### src/rtl/core/bblru_pkg.sv
`default_nettype none
package bblru_pkg;

    typedef enum logic [1:0] {
        ACT_GET      = 2'd0,
        ACT_CONTAINS = 2'd1,
        ACT_ADD      = 2'd2,
        ACT_SET_DISP = 2'd3
    } action_t;

    typedef enum logic [2:0] {
        ST_OK       = 3'd0,
        ST_MISS     = 3'd1,
        ST_DISABLED = 3'd2,
        ST_PRESENT  = 3'd3,
        ST_EVICTED  = 3'd4
    } status_t;

    typedef enum logic [3:0] {
        S_IDLE,
        S_LOOK_RD,
        S_LOOK,
        S_DECIDE,
        S_VIC_RD,
        S_VIC,
        S_EVICT,
        S_INSERT,
        S_HIT
    } state_t;

    localparam int KEY_W   = 32;
    localparam int DIM_W   = 14;
    localparam int BYTES_W = 31;
    localparam int STAMP_W = 32;
    localparam int MIB_SHIFT = 20;

endpackage
`default_nettype wire

### src/rtl/core/byte_budget_lru_cache_directory_top.sv
`default_nettype none
// image cache directory with a byte budget and lru eviction
// channels: a command word (action, key, width, height, displayed) is taken
// when start is high and busy is low; each result word shows for one cycle
// with strobe high, last marks the final word of a command
// config: budget_we writes budget_wdata (MiB) at any edge; zero disables
// timing: a command reads every slot of the entry memory once per pass,
// one slot per cycle; a hit or an add without eviction shows its word
// after that pass, a miss from the decide state ahead of the hit state,
// a disabled answer on the next cycle; each eviction adds a pass over all
// slots; a new command can be taken in the cycle of the final word
// busy is high from acceptance to the last word, not for a disabled answer
// reset clears valid and displayed marks, byte and entry counts and the
// use counter; entry memory contents need no clearing
// the receiver cannot stall; words are never held back
module byte_budget_lru_cache_directory_top #(
    parameter int ENTRIES = 16
) (
    input  wire logic        clk,
    input  wire logic        rst_n,
    input  wire logic        budget_we,
    input  wire logic [9:0]  budget_wdata,
    input  wire logic        start,
    output logic             busy,
    input  wire logic [1:0]  action,
    input  wire logic [31:0] key,
    input  wire logic [13:0] width,
    input  wire logic [13:0] height,
    input  wire logic        displayed,
    output logic             strobe,
    output logic [2:0]       status,
    output logic [3:0]       slot,
    output logic [31:0]      entry_key,
    output logic [13:0]      entry_width,
    output logic [13:0]      entry_height,
    output logic [30:0]      bytes_in_use,
    output logic [4:0]       entry_total,
    output logic             last
);
    localparam int IW = (ENTRIES > 1) ? $clog2(ENTRIES) : 1;
    localparam int CW = $clog2(ENTRIES + 1);
    localparam int MW = bblru_pkg::KEY_W + 2 * bblru_pkg::DIM_W
                      + bblru_pkg::BYTES_W + bblru_pkg::STAMP_W;

    // entry memory: key, width, height, bytes, stamp
    logic [MW-1:0] mem [ENTRIES];
    logic [MW-1:0] rd_data_reg;
    logic [IW-1:0] rd_addr;
    logic          wr_en;
    logic [IW-1:0] wr_addr;
    logic [MW-1:0] wr_data;

    always_ff @(posedge clk)
    begin
        if (wr_en)
        begin
            mem[wr_addr] <= wr_data;
        end
        rd_data_reg <= mem[rd_addr];
    end

    logic [31:0] rd_key;
    logic [13:0] rd_w, rd_h;
    logic [30:0] rd_bytes;
    logic [31:0] rd_stamp;
    assign {rd_key, rd_w, rd_h, rd_bytes, rd_stamp} = rd_data_reg;

    // control registers
    bblru_pkg::state_t state_reg, state_next;
    logic [9:0]   budget_reg;
    logic [ENTRIES-1:0] valid_reg, valid_next, disp_reg, disp_next;
    logic [30:0]  held_reg, held_next;
    logic [CW-1:0] cnt_reg, cnt_next;
    logic [31:0]  ctr_reg, ctr_next;
    logic [1:0]   act_reg, act_next;
    logic [31:0]  key_reg, key_next;
    logic [13:0]  w_reg, w_next, h_reg, h_next;
    logic         dsp_reg, dsp_next;
    logic [IW:0]  idx_reg, idx_next;       // scan address, one wider
    logic [IW-1:0] pidx_reg, pidx_next;    // slot of data now in rd_data_reg
    logic         found_reg, found_next;
    logic [IW-1:0] fslot_reg, fslot_next;
    logic         vfound_reg, vfound_next;
    logic [IW-1:0] vslot_reg, vslot_next;
    logic [31:0]  vstamp_reg, vstamp_next;
    logic         vskip_reg, vskip_next;   // skip displayed entries
    logic [29:0]  size_reg, size_next;

    // output word registers
    logic         strobe_reg, strobe_next;
    logic [2:0]   status_reg, status_next;
    logic [IW-1:0] oslot_reg, oslot_next;
    logic [31:0]  okey_reg, okey_next;
    logic [13:0]  ow_reg, ow_next, oh_reg, oh_next;
    logic         last_reg, last_next;

    logic [30:0]  budget_bytes;
    logic [31:0]  need;
    logic         pinned_only;
    logic [IW-1:0] free_slot;
    logic         rd_valid;
    logic         rd_cand;

    assign budget_bytes = {1'b0, budget_reg, 20'd0};
    assign need = {1'b0, held_reg} + {2'b00, size_reg};
    assign rd_valid = valid_reg[pidx_reg];
    assign rd_cand  = rd_valid && !(vskip_reg && disp_reg[pidx_reg]);
    assign pinned_only = ((valid_reg & ~disp_reg) == '0);

    // lowest free slot
    always_comb
    begin
        free_slot = '0;
        for (int i = ENTRIES - 1; i >= 0; i--)
        begin
            if (!valid_reg[i])
            begin
                free_slot = IW'(i);
            end
        end
    end

    // next state
    always_comb
    begin
        state_next = state_reg;
        case (state_reg)
            bblru_pkg::S_IDLE:
            begin
                if (start)
                begin
                    state_next = (budget_reg == '0) ? bblru_pkg::S_IDLE
                                                     : bblru_pkg::S_LOOK_RD;
                end
            end
            bblru_pkg::S_LOOK_RD: state_next = bblru_pkg::S_LOOK;
            bblru_pkg::S_LOOK:
            begin
                if (idx_reg == (IW+1)'(ENTRIES))
                begin
                    state_next = bblru_pkg::S_DECIDE;
                end
            end
            bblru_pkg::S_DECIDE:
            begin
                if (found_reg)
                begin
                    state_next = bblru_pkg::S_HIT;
                end
                else if (act_reg != bblru_pkg::ACT_ADD)
                begin
                    state_next = bblru_pkg::S_IDLE;
                end
                else if (cnt_reg != '0 && (need > {1'b0, budget_bytes}
                         || cnt_reg == CW'(ENTRIES)))
                begin
                    state_next = bblru_pkg::S_VIC_RD;
                end
                else
                begin
                    state_next = bblru_pkg::S_INSERT;
                end
            end
            bblru_pkg::S_VIC_RD: state_next = bblru_pkg::S_VIC;
            bblru_pkg::S_VIC:
            begin
                if (idx_reg == (IW+1)'(ENTRIES))
                begin
                    state_next = bblru_pkg::S_EVICT;
                end
            end
            bblru_pkg::S_EVICT: state_next = bblru_pkg::S_DECIDE;
            bblru_pkg::S_INSERT: state_next = bblru_pkg::S_IDLE;
            bblru_pkg::S_HIT: state_next = bblru_pkg::S_IDLE;
            default: state_next = bblru_pkg::S_IDLE;
        endcase
    end

    // datapath and outputs
    always_comb
    begin
        valid_next = valid_reg;
        disp_next = disp_reg;
        held_next = held_reg;
        cnt_next = cnt_reg;
        ctr_next = ctr_reg;
        act_next = act_reg;
        key_next = key_reg;
        w_next = w_reg;
        h_next = h_reg;
        dsp_next = dsp_reg;
        idx_next = idx_reg;
        pidx_next = idx_reg[IW-1:0];
        found_next = found_reg;
        fslot_next = fslot_reg;
        vfound_next = vfound_reg;
        vslot_next = vslot_reg;
        vstamp_next = vstamp_reg;
        vskip_next = vskip_reg;
        size_next = size_reg;
        strobe_next = 1'b0;
        status_next = status_reg;
        oslot_next = oslot_reg;
        okey_next = okey_reg;
        ow_next = ow_reg;
        oh_next = oh_reg;
        last_next = last_reg;
        rd_addr = idx_reg[IW-1:0];
        wr_en = 1'b0;
        wr_addr = pidx_reg;
        wr_data = rd_data_reg;
        case (state_reg)
            bblru_pkg::S_IDLE:
            begin
                if (start)
                begin
                    act_next = action;
                    key_next = key;
                    w_next = width;
                    h_next = height;
                    dsp_next = displayed;
                    idx_next = '0;
                    found_next = 1'b0;
                    if (budget_reg == '0)
                    begin
                        strobe_next = 1'b1;
                        status_next = bblru_pkg::ST_DISABLED;
                        oslot_next = '0;
                        okey_next = key;
                        ow_next = '0;
                        oh_next = '0;
                        last_next = 1'b1;
                    end
                end
            end
            bblru_pkg::S_LOOK_RD:
            begin
                size_next = 30'(w_reg * h_reg) << 2;
                idx_next = idx_reg + 1'b1;
            end
            bblru_pkg::S_LOOK:
            begin
                if (!found_reg && rd_valid && rd_key == key_reg)
                begin
                    found_next = 1'b1;
                    fslot_next = pidx_reg;
                end
                if (idx_reg != (IW+1)'(ENTRIES))
                begin
                    idx_next = idx_reg + 1'b1;
                end
                else
                begin
                    rd_addr = found_next ? fslot_next : pidx_reg;
                end
                if (idx_reg == (IW+1)'(ENTRIES))
                begin
                    rd_addr = found_next ? fslot_next : pidx_reg;
                end
            end
            bblru_pkg::S_DECIDE:
            begin
                rd_addr = fslot_reg;
                idx_next = '0;
                vfound_next = 1'b0;
                vskip_next = !pinned_only;
                if (!found_reg && act_reg != bblru_pkg::ACT_ADD)
                begin
                    strobe_next = 1'b1;
                    status_next = bblru_pkg::ST_MISS;
                    oslot_next = '0;
                    okey_next = key_reg;
                    ow_next = '0;
                    oh_next = '0;
                    last_next = 1'b1;
                end
            end
            bblru_pkg::S_HIT:
            begin
                // rd_data_reg holds the found slot
                strobe_next = 1'b1;
                oslot_next = fslot_reg;
                okey_next = rd_key;
                ow_next = rd_w;
                oh_next = rd_h;
                last_next = 1'b1;
                if (act_reg == bblru_pkg::ACT_ADD)
                begin
                    status_next = bblru_pkg::ST_PRESENT;
                end
                else
                begin
                    status_next = bblru_pkg::ST_OK;
                    if (act_reg == bblru_pkg::ACT_GET)
                    begin
                        wr_en = 1'b1;
                        wr_addr = fslot_reg;
                        wr_data = {rd_key, rd_w, rd_h, rd_bytes, ctr_reg};
                        ctr_next = ctr_reg + 1'b1;
                    end
                    else if (act_reg == bblru_pkg::ACT_SET_DISP)
                    begin
                        disp_next[fslot_reg] = dsp_reg;
                    end
                end
            end
            bblru_pkg::S_VIC_RD:
            begin
                idx_next = idx_reg + 1'b1;
            end
            bblru_pkg::S_VIC:
            begin
                if (rd_cand && (!vfound_reg || rd_stamp < vstamp_reg))
                begin
                    vfound_next = 1'b1;
                    vslot_next = pidx_reg;
                    vstamp_next = rd_stamp;
                end
                if (idx_reg != (IW+1)'(ENTRIES))
                begin
                    idx_next = idx_reg + 1'b1;
                end
                else
                begin
                    rd_addr = vfound_next ? vslot_next : pidx_reg;
                end
            end
            bblru_pkg::S_EVICT:
            begin
                // rd_data_reg holds the victim
                valid_next[vslot_reg] = 1'b0;
                disp_next[vslot_reg] = 1'b0;
                held_next = held_reg - rd_bytes;
                cnt_next = cnt_reg - 1'b1;
                strobe_next = 1'b1;
                status_next = bblru_pkg::ST_EVICTED;
                oslot_next = vslot_reg;
                okey_next = rd_key;
                ow_next = rd_w;
                oh_next = rd_h;
                last_next = 1'b0;
            end
            bblru_pkg::S_INSERT:
            begin
                valid_next[free_slot] = 1'b1;
                disp_next[free_slot] = 1'b0;
                wr_en = 1'b1;
                wr_addr = free_slot;
                wr_data = {key_reg, w_reg, h_reg, 1'b0, size_reg, ctr_reg};
                ctr_next = ctr_reg + 1'b1;
                held_next = need[30:0];
                cnt_next = cnt_reg + 1'b1;
                strobe_next = 1'b1;
                status_next = bblru_pkg::ST_OK;
                oslot_next = free_slot;
                okey_next = key_reg;
                ow_next = w_reg;
                oh_next = h_reg;
                last_next = 1'b1;
            end
            default:
            begin
            end
        endcase
    end

    // registers
    always_ff @(posedge clk or negedge rst_n)
    begin
        if (!rst_n)
        begin
            state_reg <= bblru_pkg::S_IDLE;
            budget_reg <= '0;
            valid_reg <= '0;
            disp_reg <= '0;
            held_reg <= '0;
            cnt_reg <= '0;
            ctr_reg <= '0;
            strobe_reg <= 1'b0;
        end
        else
        begin
            state_reg <= state_next;
            if (budget_we)
            begin
                budget_reg <= budget_wdata;
            end
            valid_reg <= valid_next;
            disp_reg <= disp_next;
            held_reg <= held_next;
            cnt_reg <= cnt_next;
            ctr_reg <= ctr_next;
            strobe_reg <= strobe_next;
        end
    end

    always_ff @(posedge clk)
    begin
        act_reg <= act_next;
        key_reg <= key_next;
        w_reg <= w_next;
        h_reg <= h_next;
        dsp_reg <= dsp_next;
        idx_reg <= idx_next;
        pidx_reg <= pidx_next;
        found_reg <= found_next;
        fslot_reg <= fslot_next;
        vfound_reg <= vfound_next;
        vslot_reg <= vslot_next;
        vstamp_reg <= vstamp_next;
        vskip_reg <= vskip_next;
        size_reg <= size_next;
        status_reg <= status_next;
        oslot_reg <= oslot_next;
        okey_reg <= okey_next;
        ow_reg <= ow_next;
        oh_reg <= oh_next;
        last_reg <= last_next;
    end

    // ports
    assign busy = (state_reg != bblru_pkg::S_IDLE) || strobe_reg && !last_reg;
    assign strobe = strobe_reg;
    assign status = status_reg;
    assign slot = 4'(oslot_reg);
    assign entry_key = okey_reg;
    assign entry_width = ow_reg;
    assign entry_height = oh_reg;
    assign bytes_in_use = held_reg;
    assign entry_total = 5'(cnt_reg);
    assign last = last_reg;
endmodule
`default_nettype wire

### config.mk
export PLATFORM = sky130hd
export DESIGN_NAME = byte_budget_lru_cache_directory_top
export DESIGN_NICKNAME = d
export VERILOG_FILES = /design/src/rtl/core/bblru_pkg.sv /design/src/rtl/core/byte_budget_lru_cache_directory_top.sv
export SDC_FILE = /design/constraint.sdc
export NUM_CORES = 2
export LEC_CHECK = 0
export BUFFER_PORTS_ARGS = -buffer_cell sky130_fd_sc_hd__buf_2
export CAP_MARGIN = 10
export CELL_PAD_IN_SITES_DETAIL_PLACEMENT = 0
export CELL_PAD_IN_SITES_GLOBAL_PLACEMENT = 1
export CORE_MARGIN = 1
export CORE_UTILIZATION = 58
export DETAILED_ROUTE_END_ITERATION = 12
export PLACE_DENSITY_LB_ADDON = 0.2
export SLEW_MARGIN = 20
export SYNTH_ARGS = -nofsm -noshare
export SYNTH_HDL_FRONTEND = slang
export SYNTH_SLANG_ARGS = --single-unit
### constraint.sdc
create_clock -name clk -period 14.99 [get_ports clk]
set_input_delay 4.497 -clock clk [delete_from_list [all_inputs] [get_ports clk]]
set_output_delay 4.497 -clock clk [all_outputs]
set_load 0.05 [all_outputs]
* After elaboration in Yosys (flattened, before gate mapping)
Memory sizes are Yosys's and may differ from the RTL's. A register that Yosys moved wholly into a read port is not among the register bits.
Cells that the tools add are included.
** Cells by class
- Add/subtract/negate cells :: 6
- $mul :: 1
- Reductions and logical operators :: 49
- Order comparisons :: 9
- Equal/unequal tests :: 25
- Bitwise operators :: 8
- Mux-type cells :: 100
** Operators by type and width (number)
- $pmux W123 S2 :: 1
- $mux W32 :: 7
- $mux W4 :: 32
- $pmux W32 S4 :: 1
- $pmux W14 S4 :: 2
- $and A16 B16 Y16 :: 4
- $pmux W32 S2 :: 1
- $pmux W31 S2 :: 1
- $mux W16 :: 3
- $not A16 Y16 :: 3
- $pmux W16 S3 :: 1
- $mux W14 :: 3
- $add A31 B30 Y32 :: 1
- $add A32 B1 Y32 const B :: 1
- $eq A32 B32 Y1 :: 1
- $gt A32 B30 Y1 :: 1
- $lt A32 B32 Y1 :: 1
- $pmux W16 S2 :: 1
- $sub A31 B31 Y31 :: 1
- $mul A14 B14 Y28 :: 1
- $pmux W4 S7 :: 1
- $mux W1 :: 21
- $lt A4 B5 Y1 const B :: 4
- $ne A2 B2 Y1 const B :: 10
- other kinds (43) :: 95
** Storage, ports and cells
- Register bits after elaboration :: 326
- Output and inout bits :: 106
- Memory bits (writable) :: 1968
- Memories :: 1
** Memory list
- mem :: depth 16, bits a word 123, rd ports 1, clocked after memory_dff 1, wr ports 1, line byte_budget_lru_cache_directory_top.sv:46 : logic [MW-1:0] mem [ENTRIES];

* Depth between registers and ports, before layout
- Depth after elaboration :: 23
- Gate-level depth with buffers :: 26

* Least setup slack after synthesis
OpenSTA, ideal clock, no wires.
- Path kind :: input to register
- Start :: input start
- End :: register oh_reg[0] (netlist: entry_height[0]), enable pin
- Data arrival time :: 8841 ps
- Data required time :: 14429 ps
- Path slack :: 5588 ps
- Stages on the path :: 2
- Cell sequence :: nand2_1 o21ai_0
** Between the ends
- Word-level cells in the longest chain between the ends :: 2
** RTL lines
- start, declared :: line byte_budget_lru_cache_directory_top.sv:23 : input wire logic start,
- $ne A2 B2 Y1 (no line)
- $reduce_and A4 Y1 (no line)
- end signal, assigned :: line byte_budget_lru_cache_directory_top.sv:417 : oh_reg <= oh_next;
- end, declared :: line byte_budget_lru_cache_directory_top.sv:94 : logic [13:0] ow_reg, ow_next, oh_reg, oh_next;
Every way passes these cells.
A chain may end at the register's enable or synchronous reset.

* Worst setup path in the final report
- Start :: register w_reg[7]
- End :: register size_reg[29], data pin
** Between the ends
- Word-level cells in the longest chain between the ends :: 1
** RTL lines
- start, declared :: line byte_budget_lru_cache_directory_top.sv:77 : logic [13:0] w_reg, w_next, h_reg, h_next;
- start signal, assigned :: line byte_budget_lru_cache_directory_top.sv:401 : w_reg <= w_next;
- $mul A14 B14 Y28 :: line byte_budget_lru_cache_directory_top.sv:238 : size_next = 30'(w_reg * h_reg) << 2;
- end signal, assigned :: line byte_budget_lru_cache_directory_top.sv:412 : size_reg <= size_next;
- end, declared :: line byte_budget_lru_cache_directory_top.sv:87 : logic [29:0] size_reg, size_next;
Every way passes these cells.

==> reports/metrics.cfg <==
[setup_path]
crit_type = reg -> reg
r2r_slack_ns = 7.92
endpoint_kind = flop
endpoint = size_reg[29]
worstPathMaxFanout = 16
regToRegEndpoint = size_reg[29]
critPathLaunchType = flop
worstPathRequired_ns = 15.60
startpoint = w_reg[7]
reg2regPathDepth = 24
arrival_ns = 7.68
r2r_start = w_reg[7]

[sta]
finalSetupViolations = 0
min_period_over_period_pct = 47.15
max_freq_mhz = 141.5
hold_viol = 0
drv_slew = 0
setup_tns_ns = 0
holdWs_ns = 0.4566
skew_ns = 0.03683
maxSlewHeadroom_pct = 21.66
worstMarginPinSlew_ns = 1.175
rsz0062_at_grt = no
min_period_ns = 7.068

[detailed_routing]
drtIter0Drc = 6295
via_per_inst = 6.135
wirelength_um = 261300
routedWlPerCell_um = 26.12
drc = 0
first_pass_iters = 6
ant_nets = 0
vias = 61380

[yosys]
async_flop_share_pct = 4.758
synth_ff_type = edfxtp_1
synth_edf_count = 2175
syn_nets = 7663
synth_compound_area_share_pct = 6.768
netlist_area_um2 = 105500
synthDistinctLibCells = 84
muxShareOfSynthArea_pct = 11.49
synthCells = 7245
synth_top_family_by_area = multiplexers
synth-xor-area-share_pct = 1.121
synthSimpleGateAreaFrac_pct = 5.965
seq_area_frac_synth_pct = 67.07
synth_seq_cells = 2417
yosysWarnings = 0
syn_avg_cell_area_um2 = 14.56
synthAdderAreaFrac_pct = 5.070

[finish]
multiInputGateArea_um2 = 32350
largest_reg_flops = 1968
nNetsFinal = 7840
ff_latch_area_um2 = 70730
final_cells = 10010
drive_gt1_share_pct = 13.51
area_delta_synth_final_pct = 11.07
nFillCells = 12850

[clock_tree]
clock_latency_ns = 0.90
clockBufferDepth = 3
path_clk_slew_ns = 0.06
h-tree-depth = 4
root_buffer = clkbuf_16
cts.sinks = 2417
cts_hold_buf = 0
ctsResizeCount = 0
cts_buffers = 236
postCtsSetupBuffers = 0
cts_tree = built

[global_route]
antenna_found_initial = 5
gr-total-overflow = 0
grt_pass1_wl_um = 387700
grt_use_total_pct = 28.28
grt_max_degree = 197
grt_pass1_vias = 60260

[placement]
placedCellCount = 9554
gp_routability_congestion = 0.8550
io_buffers = 182
dp_hpwl_um = 143000

[power]
internal-power_w = 0.01846
pwr-share-clk_pct = 19.9
power.total_w = 0.03043
swShare_pct = 39.35
seqPwrFrac_pct = 31.4
leakage_nw = 44.73
vdd_drop_max_v = 0.0003378
powerDensity_nw_per_um2 = 259.8
switching_power_w = 0.01198
pwr-share-comb_pct = 48.7

[floorplanning]
die_area_um2 = 183500
fp.dieW_um = 428.4
ioPinCount = 183
initial_core_util_pct = 58.35
rows = 156
fp.dieH_um = 428.4
coreArea_um2 = 180700

[worst_hold_path]
hp-class = reg -> reg
min_from = rd_data_reg[2]

[run]
maxCapViolations = 0

[run_status]
status = complete, no violations

[stage by stage]
| step | util [%] | instance area [µm²] | worst slack (ns) |
|---|---|---|---|
| 2_1_floorplan | - | 105500 | 5.588 |
| 3_3_place_gp | 60.36 | 109100 | 7.925 |
| 3_5_place_dp | 60.38 | 109100 | 7.948 |
| 4_1_cts | 64.81 | 117100 | 7.936 |
| 5_1_grt | 64.81 | 117100 | 7.670 |
| 6_report | 64.81 | 117100 | 7.922 |
[worst max-delay path, cell delays in order (launching register included)]
cell      delay (ns)
edfxtp_1        0.67
and2_1          0.28
fa_1            0.53
inv_1           0.05
fa_1            0.48
inv_1           0.05
fa_1            0.49
inv_1           0.05
fa_1            0.53
inv_1           0.05
fa_1            0.47
inv_1           0.05
fa_1            0.47
inv_1           0.04
ha_1            0.20
or3_1           0.34
or2_2           0.32
a31oi_1         0.34
o21ai_0         0.23
o221a_2         0.30
a41oi_1         0.26
a21oi_1         0.13
a21o_1          0.19
a21oi_1         0.17
xnor2_1         0.08
[worst min path at each step]
stage | cells past startpoint | slack (ns) | to
global placement | 0 | 0.43 | vstamp_reg[0]
detailed placement | 0 | 0.45 | vstamp_reg[31]
CTS | 0 | 0.47 | vstamp_reg[2]
finish | 0 | 0.46 | vstamp_reg[2]
global route | 0 | 0.48 | vstamp_reg[2]
floorplan | 0 | 0.35 | pidx_reg[2]
[power by group through the flow]
stage / Combinational (W) / Clock (W) / Sequential [W]
3_3_place_gp: 0.0145 / 0 / 0.00967
5_1_grt: 0.0164 / 0.00637 / 0.00960
4_1_cts: 0.0148 / 0.00612 / 0.00954
6_report: 0.0148 / 0.00605 / 0.00956
2_1_floorplan: 0.0109 / 0 / 0.00973
3_5_place_dp: 0.0147 / 0 / 0.00968
[Yosys cell counts (7+ instances only)]
library cell  count  area share [%]
clkbuf_1        191            0.68
mux4_2            8            0.17
o21a_1           24            0.17
nor2b_1          17            0.10
a22oi_1          39            0.28
xnor2_1         102            0.85
ha_1            197             2.3
edfxtp_1       2175              62
dfxtp_1         127             2.4
o221ai_1        128             1.1
o31ai_1           7           0.050
nor4_1            9           0.053
fa_1            144             2.7
o21ai_0         165            0.78
and2_1          107            0.63
nand2_1         787             2.8
and3_1           10           0.059
or2_2            13           0.077
buf_2           139            0.66
buf_4            11           0.078
a22o_1           29            0.24
buf_1            23           0.082
a211oi_1         14            0.10
a221oi_1         11           0.091
a21oi_1         360             1.7
a32oi_1         125             1.0
o2111ai_1        17            0.14
mux2i_1         869             8.2
nand3_1          43            0.20
nor3_1           24            0.11
dfrtp_1         115             2.7
nor2_1          372             1.3
nand4_1          27            0.16
or3_1            14           0.083
mux2_2          288             3.1
a21o_1           40            0.28
inv_1           274            0.98
o21bai_1         10           0.071
xor2_1           33            0.27
o22ai_1           8           0.047
nand2b_1         30            0.18
a31oi_1          32            0.19
[cells in the final DEF (no fill, tap or decap), types with 29 or more instances in the layout]
cell and n:
dfxtp_1 127, edfxtp_1 2175, and2_1 107, nand2b_1 30, xor2_1 33, clkinv_2 50
o21ai_0 164, a22oi_1 39, buf_4 112, dfrtp_1 115, nand2_1 785, mux2i_1 869
a32oi_1 125, o221ai_1 128, a22o_1 29, inv_1 272, clkinv_1 33, a21o_1 40
ha_1 197, fa_1 144, a31oi_1 32, a21oi_1 360, xnor2_1 102, nor2_1 352
clkbuf_1 53, mux2_2 288, buf_2 181, clkbuf_16 239, nand3_1 42
[cell families after synthesis]
| family | Yosys count |
|---|---|
| muxes | 1165 |
| DFF | 2417 |
| buffers and inverters | 645 |
| AOI/OAI and AO/OA | 1067 |
| adders and majority gates | 341 |
| and+or+nand+nor | 1475 |
| xor gates and xnor gates | 135 |
[layer usage]
layer | wire (µm) | track usage [%] | up-vias
li1 | - | - | 27540
met5 | 29 | 0 | -
met4 | 5797 | 7.257 | 4
met3 | 18990 | 3.882 | 373
met1 | 112700 | 41.05 | 31080
met2 | 123800 | 45.40 | 2382
[area by class of cell]
type / instances / area share [%]
Tap cell: 2370 / 2.531
Clock buffer: 317 / 5.569
Multi-Input combinational cell: 4183 / 27.61
Sequential cell: 2417 / 60.38
Inverter: 276 / 0.8876
Timing Repair Buffer: 308 / 1.754
Antenna cell: 2 / 0.004272
Clock inverter: 133 / 1.260
No activity file was read; power rests on OpenSTA's default activity.
